--- src/rtl/core/assert_macros.svh ---
// Assertion macros for the frame statistics RTL.
`ifndef ASSERT_MACROS_SVH
`define ASSERT_MACROS_SVH
`ifndef ASSERT_OFF
// Clocked check, held off while reset is asserted.
`define FPS_ASSERT(lbl, prop, msg) \
    lbl: assert property (@(posedge clk) disable iff (!rst_n) prop) else $error(msg);
// Clocked check that also runs during reset.
`define FPS_ASSERT_ALWAYS(lbl, prop, msg) \
    lbl: assert property (@(posedge clk) prop) else $error(msg);
`else
`define FPS_ASSERT(lbl, prop, msg)
`define FPS_ASSERT_ALWAYS(lbl, prop, msg)
`endif
`endif

--- src/rtl/core/fps_pkg.sv ---
// Types and constants for the frame pixel statistics core.
package fps_pkg;

    localparam int unsigned SIDE_W   = 13;
    localparam int unsigned AREA_W   = 2 * SIDE_W;
    localparam int unsigned CNT_W    = 25;
    localparam int unsigned TOT_W    = 32;
    localparam int unsigned MEAN_W   = 16;
    localparam int unsigned HASH_W   = 64;
    localparam int unsigned BYTE_W   = 8;
    localparam int unsigned CFG_IDX_W = 1;

    localparam logic [HASH_W-1:0] FNV_BASIS = 64'hCBF2_9CE4_8422_2325;
    // FNV prime is 2^40 + 435: a shift plus a narrow multiply
    localparam int unsigned       FNV_SHIFT  = 40;
    localparam logic [8:0]        FNV_MUL_LO = 9'd435;

    localparam logic [CNT_W-1:0] CNT_MAX = {CNT_W{1'b1}};
    localparam logic [TOT_W-1:0] TOT_MAX = {TOT_W{1'b1}};

    localparam logic [CFG_IDX_W-1:0] REG_FRAME_WIDTH  = 1'd0;
    localparam logic [CFG_IDX_W-1:0] REG_FRAME_HEIGHT = 1'd1;

    typedef struct packed {
        logic [BYTE_W-1:0] red;
        logic [BYTE_W-1:0] green;
        logic [BYTE_W-1:0] blue;
        logic [BYTE_W-1:0] alpha;
        logic              last_pixel;
        logic              frame_rendered;
    } pixel_t;

    typedef struct packed {
        logic              frame_valid;
        logic [HASH_W-1:0] pixel_hash;
        logic [CNT_W-1:0]  nonblack_count;
        logic [MEAN_W-1:0] mean_red;
        logic [MEAN_W-1:0] mean_green;
        logic [MEAN_W-1:0] mean_blue;
    } result_t;

    typedef struct packed {
        logic              step;
        logic              clear;
        logic [BYTE_W-1:0] data;
    } hash_ctrl_t;

    typedef struct packed {
        logic                    start;
        logic [TOT_W-BYTE_W-1:0] num_hi;
        logic [BYTE_W-1:0]       num_lo;
        logic [AREA_W-1:0]       den;
    } div_req_t;

    typedef struct packed {
        logic              busy;
        logic              done;
        logic [MEAN_W-1:0] quot;
    } div_rsp_t;

endpackage

--- src/rtl/core/fps_hash_unit.sv ---
// FNV-1a 64-bit hash register with a one-byte-per-cycle update step.
module fps_hash_unit (
    input  logic                       clk,
    input  logic                       rst_n,
    input  fps_pkg::hash_ctrl_t        ctrl,
    output logic [fps_pkg::HASH_W-1:0] hash
);
    import fps_pkg::*;

    logic [HASH_W-1:0] hash_reg;
    logic [HASH_W-1:0] hash_next;
    logic [HASH_W-1:0] mix;

    // xor in the byte, then multiply by the prime as shift plus small product
    assign mix = hash_reg ^ {{(HASH_W-BYTE_W){1'b0}}, ctrl.data};

    always_comb
    begin
        hash_next = hash_reg;
        if (ctrl.clear)
        begin
            hash_next = FNV_BASIS;
        end
        else if (ctrl.step)
        begin
            hash_next = (mix << FNV_SHIFT) + (mix * {{(HASH_W-9){1'b0}}, FNV_MUL_LO});
        end
    end

    always_ff @(posedge clk or negedge rst_n)
    begin
        if (!rst_n)
        begin
            hash_reg <= FNV_BASIS;
        end
        else
        begin
            hash_reg <= hash_next;
        end
    end

    assign hash = hash_reg;

endmodule

--- src/rtl/core/fps_divider.sv ---
// Restoring divider, one quotient bit per cycle, for the Q8.8 channel means.
module fps_divider (
    input  logic              clk,
    input  logic              rst_n,
    input  fps_pkg::div_req_t req,
    output fps_pkg::div_rsp_t rsp
);
    import fps_pkg::*;

    localparam int unsigned STEP_W = $clog2(MEAN_W);
    localparam logic [STEP_W-1:0] LAST_STEP = STEP_W'(MEAN_W - 1);

    logic                busy_reg, busy_next;
    logic                done_reg, done_next;
    logic [STEP_W-1:0]   step_reg, step_next;
    logic [AREA_W-1:0]   rem_reg, rem_next;
    logic [AREA_W-1:0]   den_reg, den_next;
    logic [MEAN_W-1:0]   sh_reg, sh_next;
    logic [MEAN_W-1:0]   quot_reg, quot_next;
    logic [AREA_W:0]     trial;
    logic [AREA_W:0]     diff;
    logic                take;

    assign trial = {rem_reg, sh_reg[MEAN_W-1]};
    assign diff  = trial - {1'b0, den_reg};
    assign take  = (trial >= {1'b0, den_reg});

    always_comb
    begin
        busy_next = busy_reg;
        done_next = 1'b0;
        step_next = step_reg;
        rem_next  = rem_reg;
        den_next  = den_reg;
        sh_next   = sh_reg;
        quot_next = quot_reg;
        if (req.start)
        begin
            // upper dividend bits are already below the divisor
            busy_next = 1'b1;
            step_next = '0;
            rem_next  = {{(AREA_W-(TOT_W-BYTE_W)){1'b0}}, req.num_hi};
            sh_next   = {req.num_lo, {(MEAN_W-BYTE_W){1'b0}}};
            den_next  = req.den;
            quot_next = '0;
        end
        else if (busy_reg)
        begin
            rem_next  = take ? diff[AREA_W-1:0] : trial[AREA_W-1:0];
            quot_next = {quot_reg[MEAN_W-2:0], take};
            sh_next   = {sh_reg[MEAN_W-2:0], 1'b0};
            step_next = step_reg + 1'b1;
            if (step_reg == LAST_STEP)
            begin
                busy_next = 1'b0;
                done_next = 1'b1;
            end
        end
    end

    always_ff @(posedge clk or negedge rst_n)
    begin
        if (!rst_n)
        begin
            busy_reg <= 1'b0;
            done_reg <= 1'b0;
            step_reg <= '0;
        end
        else
        begin
            busy_reg <= busy_next;
            done_reg <= done_next;
            step_reg <= step_next;
        end
    end

    always_ff @(posedge clk)
    begin
        rem_reg  <= rem_next;
        den_reg  <= den_next;
        sh_reg   <= sh_next;
        quot_reg <= quot_next;
    end

    assign rsp.busy = busy_reg;
    assign rsp.done = done_reg;
    assign rsp.quot = quot_reg;

endmodule

--- src/rtl/core/frame_pixel_statistics_core.sv ---
// Frame pixel statistics: FNV-1a 64 hash, non-black count and RGB means per frame.
// A frame arrives as RGBA pixel requests, the final one marked by last_pixel.
// Each pixel is paced by the single hash unit, which folds one byte
// (R, G, B, then A) into the FNV-1a state per cycle; the next pixel request is
// taken in the cycle of the alpha step. Channel sums, the pixel count and the
// non-black count update at request acceptance. After the alpha step of the
// last pixel a valid frame passes through S_AREA to form width times height,
// S_CHECK to check frame validity, S_DIV for each of red, green and blue in
// the shared bit-serial divider (a start, 16 quotient bits and a done), and
// S_LOAD to load the result register; an invalid frame skips the divider.
// Pixel requests are held off during that time. The result register decouples
// the output: the next frame may start while a result waits, and only the next
// result load waits for it to drain. A frame is valid only when it was rendered,
// both sides are nonzero and at most MAX_SIDE, the pixel count has not saturated
// and equals the area; an invalid frame reports all statistics as zero. Frame
// state clears after each result. frame_width and frame_height are written
// through cfg_we, cfg_addr (0 width, 1 height) and cfg_data; the user must
// write them only while the core is idle, as the core does not enforce it.
`include "assert_macros.svh"
module frame_pixel_statistics_core #(
    parameter int unsigned MAX_SIDE = 4096
) (
    input  logic                          clk,
    input  logic                          rst_n,
    input  logic                          pix_valid,
    output logic                          pix_stall,
    input  fps_pkg::pixel_t               pix,
    output logic                          res_valid,
    input  logic                          res_stall,
    output fps_pkg::result_t              res,
    input  logic                          cfg_we,
    input  logic [fps_pkg::CFG_IDX_W-1:0] cfg_addr,
    input  logic [fps_pkg::SIDE_W-1:0]    cfg_data
);
    import fps_pkg::*;

    localparam logic [2:0] S_IDLE  = 3'd0;
    localparam logic [2:0] S_HASH  = 3'd1;
    localparam logic [2:0] S_AREA  = 3'd2;
    localparam logic [2:0] S_CHECK = 3'd3;
    localparam logic [2:0] S_DIV   = 3'd4;
    localparam logic [2:0] S_LOAD  = 3'd5;

    localparam logic [1:0] BYTE_R = 2'd0;
    localparam logic [1:0] BYTE_G = 2'd1;
    localparam logic [1:0] BYTE_B = 2'd2;
    localparam logic [1:0] BYTE_A = 2'd3;

    localparam logic [1:0] CH_RED   = 2'd0;
    localparam logic [1:0] CH_GREEN = 2'd1;
    localparam logic [1:0] CH_BLUE  = 2'd2;

    // sequencer
    logic [2:0]        state_reg, state_next;
    logic [1:0]        byte_reg, byte_next;
    logic [1:0]        chan_reg, chan_next;
    logic              started_reg, started_next;
    pixel_t            pix_reg, pix_next;

    // frame accumulators
    logic [TOT_W-1:0]  red_reg, red_next;
    logic [TOT_W-1:0]  green_reg, green_next;
    logic [TOT_W-1:0]  blue_reg, blue_next;
    logic [CNT_W-1:0]  seen_reg, seen_next;
    logic [CNT_W-1:0]  nonblack_reg, nonblack_next;

    // configuration and frame-end check
    logic [SIDE_W-1:0] width_reg, height_reg;
    logic [AREA_W-1:0] area_reg, area_next;
    logic              fvalid_reg, fvalid_next;
    logic [MEAN_W-1:0] mred_reg, mred_next;
    logic [MEAN_W-1:0] mgreen_reg, mgreen_next;
    logic [MEAN_W-1:0] mblue_reg, mblue_next;

    // result register
    result_t           res_reg, res_next;
    logic              res_valid_reg, res_valid_next;

    hash_ctrl_t        hash_ctrl;
    logic [HASH_W-1:0] hash_val;
    div_req_t          div_req;
    div_rsp_t          div_rsp;

    logic              pix_take;
    logic              pix_ready;
    logic [TOT_W:0]    red_sum, green_sum, blue_sum;
    logic [CNT_W:0]    seen_sum, nonblack_sum;
    logic              is_nonblack;
    logic [TOT_W-1:0]  div_total;
    logic              res_free;

    fps_hash_unit u_hash (
        .clk   (clk),
        .rst_n (rst_n),
        .ctrl  (hash_ctrl),
        .hash  (hash_val)
    );

    fps_divider u_div (
        .clk   (clk),
        .rst_n (rst_n),
        .req   (div_req),
        .rsp   (div_rsp)
    );

    // take a new pixel when idle, or during the alpha step of a pixel that is not last
    assign pix_ready = (state_reg == S_IDLE) ||
                       ((state_reg == S_HASH) && (byte_reg == BYTE_A) && !pix_reg.last_pixel);
    assign pix_stall = !pix_ready;
    assign pix_take  = pix_valid && pix_ready;

    // saturating accumulation of the incoming pixel
    assign red_sum      = {1'b0, red_reg}   + {{(TOT_W+1-BYTE_W){1'b0}}, pix.red};
    assign green_sum    = {1'b0, green_reg} + {{(TOT_W+1-BYTE_W){1'b0}}, pix.green};
    assign blue_sum     = {1'b0, blue_reg}  + {{(TOT_W+1-BYTE_W){1'b0}}, pix.blue};
    assign seen_sum     = {1'b0, seen_reg} + {{CNT_W{1'b0}}, 1'b1};
    assign nonblack_sum = {1'b0, nonblack_reg} + {{CNT_W{1'b0}}, 1'b1};
    assign is_nonblack  = (pix.red != '0) || (pix.green != '0) || (pix.blue != '0);

    assign res_free = !res_valid_reg || !res_stall;

    always_comb
    begin
        case (chan_reg)
            CH_RED:   div_total = red_reg;
            CH_GREEN: div_total = green_reg;
            default:  div_total = blue_reg;
        endcase
    end

    always_comb
    begin
        state_next     = state_reg;
        byte_next      = byte_reg;
        chan_next      = chan_reg;
        started_next   = started_reg;
        pix_next       = pix_reg;
        red_next       = red_reg;
        green_next     = green_reg;
        blue_next      = blue_reg;
        seen_next      = seen_reg;
        nonblack_next  = nonblack_reg;
        area_next      = area_reg;
        fvalid_next    = fvalid_reg;
        mred_next      = mred_reg;
        mgreen_next    = mgreen_reg;
        mblue_next     = mblue_reg;
        res_next       = res_reg;
        res_valid_next = res_valid_reg && res_stall;

        hash_ctrl.step  = 1'b0;
        hash_ctrl.clear = 1'b0;
        case (byte_reg)
            BYTE_R:  hash_ctrl.data = pix_reg.red;
            BYTE_G:  hash_ctrl.data = pix_reg.green;
            BYTE_B:  hash_ctrl.data = pix_reg.blue;
            default: hash_ctrl.data = pix_reg.alpha;
        endcase

        div_req.start  = 1'b0;
        div_req.num_hi = div_total[TOT_W-1:BYTE_W];
        div_req.num_lo = div_total[BYTE_W-1:0];
        div_req.den    = area_reg;

        unique case (state_reg)
            S_IDLE:
            begin
                // accept handled below
            end
            S_HASH:
            begin
                // fold one byte per cycle; after alpha, drop back or finish the frame
                hash_ctrl.step = 1'b1;
                byte_next      = byte_reg + 1'b1;
                if (byte_reg == BYTE_A)
                begin
                    state_next = pix_reg.last_pixel ? S_AREA : S_IDLE;
                end
            end
            S_AREA:
            begin
                area_next  = AREA_W'(width_reg) * AREA_W'(height_reg);
                state_next = S_CHECK;
            end
            S_CHECK:
            begin
                fvalid_next = pix_reg.frame_rendered &&
                              (width_reg != '0) && (height_reg != '0) &&
                              (32'(width_reg) <= 32'(MAX_SIDE)) &&
                              (32'(height_reg) <= 32'(MAX_SIDE)) &&
                              (seen_reg != CNT_MAX) &&
                              ({1'b0, seen_reg} == area_reg);
                chan_next    = CH_RED;
                started_next = 1'b0;
                state_next   = fvalid_next ? S_DIV : S_LOAD;
            end
            S_DIV:
            begin
                // one channel at a time through the shared divider
                if (!started_reg)
                begin
                    div_req.start = 1'b1;
                    started_next  = 1'b1;
                end
                else if (div_rsp.done)
                begin
                    started_next = 1'b0;
                    case (chan_reg)
                        CH_RED:   mred_next   = div_rsp.quot;
                        CH_GREEN: mgreen_next = div_rsp.quot;
                        default:  mblue_next  = div_rsp.quot;
                    endcase
                    if (chan_reg == CH_BLUE)
                    begin
                        state_next = S_LOAD;
                    end
                    else
                    begin
                        chan_next = chan_reg + 1'b1;
                    end
                end
            end
            S_LOAD:
            begin
                // hold until the result register is free, then load and clear the frame
                if (res_free)
                begin
                    res_valid_next          = 1'b1;
                    res_next.frame_valid    = fvalid_reg;
                    res_next.pixel_hash     = fvalid_reg ? hash_val : '0;
                    res_next.nonblack_count = fvalid_reg ? nonblack_reg : '0;
                    res_next.mean_red       = fvalid_reg ? mred_reg : '0;
                    res_next.mean_green     = fvalid_reg ? mgreen_reg : '0;
                    res_next.mean_blue      = fvalid_reg ? mblue_reg : '0;
                    hash_ctrl.clear         = 1'b1;
                    red_next                = '0;
                    green_next              = '0;
                    blue_next               = '0;
                    seen_next               = '0;
                    nonblack_next           = '0;
                    state_next              = S_IDLE;
                end
            end
            default:
            begin
                state_next = S_IDLE;
            end
        endcase

        if (pix_take)
        begin
            pix_next      = pix;
            byte_next     = BYTE_R;
            state_next    = S_HASH;
            red_next      = red_sum[TOT_W]   ? TOT_MAX : red_sum[TOT_W-1:0];
            green_next    = green_sum[TOT_W] ? TOT_MAX : green_sum[TOT_W-1:0];
            blue_next     = blue_sum[TOT_W]  ? TOT_MAX : blue_sum[TOT_W-1:0];
            seen_next     = seen_sum[CNT_W]  ? CNT_MAX : seen_sum[CNT_W-1:0];
            if (is_nonblack)
            begin
                nonblack_next = nonblack_sum[CNT_W] ? CNT_MAX : nonblack_sum[CNT_W-1:0];
            end
        end
    end

    always_ff @(posedge clk or negedge rst_n)
    begin
        if (!rst_n)
        begin
            state_reg     <= S_IDLE;
            byte_reg      <= BYTE_R;
            chan_reg      <= CH_RED;
            started_reg   <= 1'b0;
            res_valid_reg <= 1'b0;
            red_reg       <= '0;
            green_reg     <= '0;
            blue_reg      <= '0;
            seen_reg      <= '0;
            nonblack_reg  <= '0;
            width_reg     <= '0;
            height_reg    <= '0;
        end
        else
        begin
            state_reg     <= state_next;
            byte_reg      <= byte_next;
            chan_reg      <= chan_next;
            started_reg   <= started_next;
            res_valid_reg <= res_valid_next;
            red_reg       <= red_next;
            green_reg     <= green_next;
            blue_reg      <= blue_next;
            seen_reg      <= seen_next;
            nonblack_reg  <= nonblack_next;
            if (cfg_we)
            begin
                unique case (cfg_addr)
                    REG_FRAME_WIDTH:  width_reg  <= cfg_data;
                    REG_FRAME_HEIGHT: height_reg <= cfg_data;
                    default:          width_reg  <= width_reg;
                endcase
            end
        end
    end

    always_ff @(posedge clk)
    begin
        pix_reg    <= pix_next;
        area_reg   <= area_next;
        fvalid_reg <= fvalid_next;
        mred_reg   <= mred_next;
        mgreen_reg <= mgreen_next;
        mblue_reg  <= mblue_next;
        res_reg    <= res_next;
    end

    assign res_valid = res_valid_reg;
    assign res       = res_reg;

    `FPS_ASSERT(a_no_early_result, (pix_valid && !pix_stall && !res_valid) |=> !res_valid, "result raised right after a pixel request")
    `FPS_ASSERT(a_invalid_zero, (res_valid && !res.frame_valid) |-> ((res.pixel_hash == '0) && (res.nonblack_count == '0) && (res.mean_red == '0) && (res.mean_green == '0) && (res.mean_blue == '0)), "invalid frame carries nonzero statistics")
    `FPS_ASSERT(a_div_start_idle, div_req.start |-> !div_rsp.busy, "divider restarted while busy")
    `FPS_ASSERT_ALWAYS(a_reset_no_result, !rst_n |-> !res_valid, "result valid during reset")

endmodule
--- config.mk ---
export PLATFORM = sky130hd
export DESIGN_NAME = frame_pixel_statistics_core
export DESIGN_NICKNAME = d
export VERILOG_FILES = /design/src/rtl/core/fps_pkg.sv /design/src/rtl/core/fps_hash_unit.sv /design/src/rtl/core/fps_divider.sv /design/src/rtl/core/frame_pixel_statistics_core.sv
export VERILOG_INCLUDE_DIRS = /design/src /design/src/rtl/core
export SDC_FILE = /design/constraint.sdc
export NUM_CORES = 2
export LEC_CHECK = 0
export CORE_MARGIN = 1.5
export CORE_UTILIZATION = 25
export CTS_BUF_LIST = sky130_fd_sc_hd__clkbuf_8
export DETAILED_ROUTE_END_ITERATION = 6
export DONT_BUFFER_PORTS = 1
export PLACE_DENSITY = 0.38
export SYNTH_ARGS = -nofsm -noshare
export SYNTH_HDL_FRONTEND = slang
export SYNTH_SLANG_ARGS = --single-unit
--- constraint.sdc ---
create_clock -name clk -period 6.05 [get_ports clk]
set_clock_uncertainty 0.15 [all_clocks]
set_input_delay 0.605 -clock clk [delete_from_list [all_inputs] [get_ports clk]]
set_output_delay 0.605 -clock clk [all_outputs]
set_load 0.005 [all_outputs]
Word level (Yosys, flattened, before mapping)
Cells that the tools add are included.
Widths: inputs -> output; s select.
- register bits: 574
- bits in latches: 0
- RAM bits: 0
- bits in read-only memories: 0
- input bits: 53
- output and inout bits: 140
- word-level logic and storage cells: 179
- memories kept: 0
- add/subtract/negate cells: 10
- $mul: 2
- divide/modulo/power cells: 0
- $lt $le $gt $ge: 3
- equal/unequal tests: 22
- shifts and indexed selects: 0
- mux-type cells: 59
- bitwise logic cells: 3
- reductions and logical operators: 42
- operators by type and width (kind ; number):
    $mux 32 ; 8
    $mux 25 ; 9
    $mux 64 ; 2
    $add 32x8->33 ; 3
    $add 64x64->64 ; 1
    $mul 64x9->64 const B ; 1
    $pmux 32 s2 ; 1
    $xor 64x8->64 ; 1
    $add 25x1->26 const B ; 2
    $mux 24 ; 2
    $mux 16 ; 2
    $ge 27x26->1 ; 1
    $eq 25x26->1 ; 1
    $le 13x13->1 const B ; 2
    $mul 13x13->26 ; 1
    $mux 26 ; 1
    $reduce_bool 13->1 ; 2
    $sub 26x26->26 ; 1
    $ne 25x25->1 const B ; 1
    $pmux 8 s3 ; 1
    $reduce_bool 8->1 ; 3
    $mux 3 ; 6
    $pmux 3 s6 ; 1
    $mux 1 ; 16
    other kinds (27) ; 72

Longest topological paths before layout
- depth after elaboration: 10
- depth in mapped cells: 27
- depth with buffers taken out: 26

Cells and area by module
Synthesis repeated with hierarchy kept, for this count alone.
- cells, all modules: 4464
- area total of the unflattened synthesis: 44524.0 um2
- by module, submodules not included (module ; times used ; cells an instance ; area each (um2) ; sequential area each (um2)):
    frame_pixel_statistics_core ; 1 ; 2386 ; 25353.1 ; 11946.5
    fps_hash_unit ; 1 ; 1634 ; 14450.1 ; 1636.6
    fps_divider ; 1 ; 444 ; 4720.8 ; 2252.2

Worst setup path after synthesis
Ideal clock, no wire load.
- path kind: reg2reg
- start: register byte_reg[0]
- end: register u_hash.hash_reg[51], in the netlist u_hash.hash[51]
- library setup time: 0.131 ns
- arrival time: 5.839 ns
- required time: 5.769 ns
- slack: -0.069 ns
- stages on the path, launching flop included: 25
- buffers on the path: 1
- clock period less this slack: 6.119 ns
- cells stage by stage: dfrtp_1 -> inv_1 -> ha_1 -> clkbuf_1 -> a222oi_1 -> a21oi_1 -> xor2_1 -> ha_1 -> xor2_1 -> ha_1 -> or2_2 -> fa_1 -> fa_1 -> ha_1 -> ha_1 -> a21o_1 -> a211o_1 -> o21ai_1 -> and3b_1 -> o31ai_1 -> a31oi_2 -> o211ai_1 -> o41ai_2 -> xor2_1 -> o21ai_1
- word-level cells in the longest chain between the ends: 7
- elaborated cells between the ends (all ways): 9
- those cells by class: 1 x add/sub; 1 x mul; 2 x eq/ne; 3 x mux; 1 x bitwise; 1 x reduce/logical
- RTL lines (what ; line ; RTL):
    from (decl) ; frame_pixel_statistics_core.sv:55 ; logic [1:0] byte_reg, byte_next;
    from (signal assigned) ; frame_pixel_statistics_core.sv:286 ; byte_reg <= byte_next;
    $eq 2x2->1, or another cell as far along ; frame_pixel_statistics_core.sv:153 ; case (byte_reg)
    $pmux 8 s3 (*) ; frame_pixel_statistics_core.sv:153 ;
    $xor 64x8->64 (*) ; fps_hash_unit.sv:15 ; assign mix = hash_reg ^ {{(HASH_W-BYTE_W){1'b0}}, ctrl.data};
    $mul 64x9->64 ; fps_hash_unit.sv:26 ; hash_next = (mix << FNV_SHIFT) + (mix * {{(HASH_W-9){1'b0}}, FNV_MUL_LO});
    $add 64x64->64 (*) ; fps_hash_unit.sv:26 ;
    $mux 64 (*) ; fps_hash_unit.sv:24 ; else if (ctrl.step)
    $mux 64 (*) ; fps_hash_unit.sv:20 ; if (ctrl.clear)
    to (signal assigned) ; fps_hash_unit.sv:38 ; hash_reg <= hash_next;
    to (decl) ; fps_hash_unit.sv:10 ; logic [HASH_W-1:0] hash_reg;
Mark *: on every way between the ends. The rest lies on a longest branch, timed or not. The select of a mux whose other input is x is not followed.
A chain may end at the register's enable or synchronous reset.

Final worst setup path
Ends and elaborated chain as after synthesis.

==> metrics.md <==
| Metric | Value |
|---|---|
| RSZ-0062 raised after global routing | `true` |
| Max Freq | `0.162 GHz` |
| Clock Tree Root | `clkbuf_8` |
| Syn Area/Cell | `10.4 µm²` |
| Max transition margin | `25.4%` |
| Run status | `finished, violations left` |
| Worst slew pin tran | `1120 ps` |
| Slew Viols, Final | `0` |
| Post-synth top area share | `21.4%` |
| Core area | `0.170 mm²` |
| Post-CTS Hold Buffers | `51` |
| Worst-Skew Late Latency | `900 ps` |
| Largest register FFs | `138` |
| Failing checks | `DRC, hold timing, setup timing` |
| Top cells by area, synth | `edfxtp_1 (21%), fa_1 (17%), dfrtp_1 (13%), ha_1 (9.0%), inv_1 (4.7%)` |
| Sequential-to-total area share from yosys stat | `37.0%` |
| First-pass GRT wire length | `212,000 µm` |
| Grt ovf | `0` |
| Vias in the first global route | `32,600` |
| Mapped cell area | `0.0428 mm²` |
| Worst-path fanout max | `8` |
| Final hold slack | `-710 ps` |
| Synth area leader | `edfxtp_1` |
| Ports | `193` |
| Die height | `417 µm` |
| Routed WL per cell | `20.9 µm` |
| CTS tree | `yes` |
| Die W | `417 µm` |
| Crit path arrival time | `6740 ps` |
| TritonCTS buffer count | `111` |
| Net count of the mapped netlist | `4,847` |
| Cells after Synth | `4,128` |
| Fin worst setup slack | `-140 ps` |
| Setup crit start kind | `flop` |
| Clock transition at path regs | `70 ps` |
| Synth Flop Type | `edfxtp_1` |
| Synth Register Bits | `574` |
| CP endpoint kind | `flop` |
| Post-DP HPWL | `106,000 µm` |
| Most common cell in the netlist | `inv_1` |
| Clock buffer depth | `3` |
| Final worst path period share | `102%` |
| Async S/R FF share, synth | `43.7%` |
| Final core occ | `30.1%` |
| Synth warn | `0` |
| Via density per instance | `4.64` |
| Number of antenna violations at the first check in global routing | `11` |
| Row Count | `151` |
| Remaining DRCs | `2` |
| Tmin final | `6190 ps` |
| Layout cell share with drive strength beyond 1 | `15.2%` |
| Area grow syn2layout | `19.4%` |
| Max-Cap Viols | `0` |
| Number of detailed-route iterations in the first pass | `7` |
| Initial core utilization | `25.2%` |
| EDFF count, synth | `305` |
| Tightest Hold Check Type | `in -> async` |
| WL final | `140,000 µm` |
| Post-synthesis cell type count | `99` |
| Routability cong. | `0.832` |
| # nets final | `5,087` |
| Total number of vias | `31,100` |
| Required @ worst endpoint | `6600 ps` |
| All-layer global routing usage | `16.1%` |
| Largest net degree at the start of global routing | `252` |
| CTS H-Tree Depth | `3` |
| Number of setup violations in the final report | `8` |
| Post-Layout Cell Count | `6,691` |
| Number of routed nets with antenna violations | `0` |
| Port-buffer cells | `0` |
| Post-synth top cells | `inv_1 (532), fa_1 (357), nand2_1 (320)` |
| Worst setup path class | `reg -> reg` |
| Die Area | `0.174 mm²` |
| Placed Cells | `6,398` |
| Final hold violations | `246` |
| Layout fillers | `17,700` |
| 1st-iter DRT viols | `1,705` |
| TritonCTS sink count | `574` |
## cells in the final DEF (no fill, tap or decap), types with 54 or more instances in the layout
cell and count:
clkbuf_8 128, buf_4 216, nand2_1 315, a21oi_1 236, inv_1 554, fa_1 355
and3_1 60, dfrtp_1 209, nor3_1 64, xor2_1 71, nor2_1 187, nand3_1 87
a31oi_1 73, a21o_1 57, o21ai_0 97, xnor2_1 98, and2_1 229, a211oi_1 54
ha_1 275, edfxtp_1 305
## metrics by stage
stage | cell area [µm²] | TNS [ps] | setup WS, ps
2_1_floorplan | 42900 | 0 | 5.84
3_3_place_gp | 46700 | -4990 | -299
3_5_place_dp | 46700 | -8910 | -479
4_1_cts | 50300 | -59.3 | -44.6
5_1_grt | 51100 | -4850 | -381
6_report | 51100 | -398 | -140
## final cells by class
cell class,instances,area (µm²),area share [%]
Inverter,533,2020,3.95
Tap cell,2218,2780,5.43
Multi-Input combinational cell,2859,25500,49.9
Clock buffer,128,1760,3.44
Antenna cell,7,17.5,0.0343
Sequential cell,574,15900,31.0
Timing Repair Buffer,289,2410,4.72
Clock inverter,83,805,1.57
## what timing repair did
item,in CTS,in global routing
setup endpoints to repair,41,42
gates resized for setup,76,144
buffers inserted,12,17
endpoints found under the hold margin,332,251
pin swaps,49,88
## routing by layer
metal | track usage [%] | up-vias | part of all wire (%) | routed length [µm]
met5 | 0 | - | 0 | 0
met4 | 5.26 | 0 | 2.7 | 3820
met3 | 1.81 | 180 | 2.8 | 3980
met2 | 29.1 | 550 | 52 | 72000
met1 | 20.0 | 15600 | 43 | 59900
li1 | - | 14700 | - | -
## path summary, 6_finish.rpt
path,cells past startpoint,slack (ps),startpoint,to
worst max-delay path,24,-140,byte_reg[0],u_hash.hash[51]
worst min-delay path,0,-710,rst_n,nonblack_reg[22]
worst max register to register,24,-140,byte_reg[0],u_hash.hash[51]
worst min register to register,0,360,u_div.quot_reg[15],mred_reg[15]
max in group asynchronous,0,5440,rst_n,width_reg[10]
min in group clk,4,110,pix[17],blue_reg[7]
## kinds of logic after synthesis
family          count (synthesis)  synth area share, %
simple gates                 1113                 13.0
fa+ha+maj                     666                 25.7
compound gates                842                 13.0
flops                         574                 37.0
xor+xnor                      184                 3.76
mux                            54                 1.34
buf+inv                       695                 6.21
## critical path: stages (launching register included)
cell,delay (ps)
dfrtp_1,400
buf_4,160
ha_4,180
a222oi_1,350
a21oi_2,140
xor2_1,180
ha_1,360
xor2_2,170
ha_2,170
or2_4,240
fa_1,460
fa_1,590
ha_4,230
ha_4,240
a21o_1,200
a211o_1,270
o21ai_4,180
and3b_2,250
o31ai_4,70
a31oi_2,180
o211ai_1,180
buf_4,180
o41ai_4,220
xor2_1,170
o21ai_1,70
Power is not shown: default switching activity piles up to over one toggle a cycle in this logic, so the estimate is an artifact.
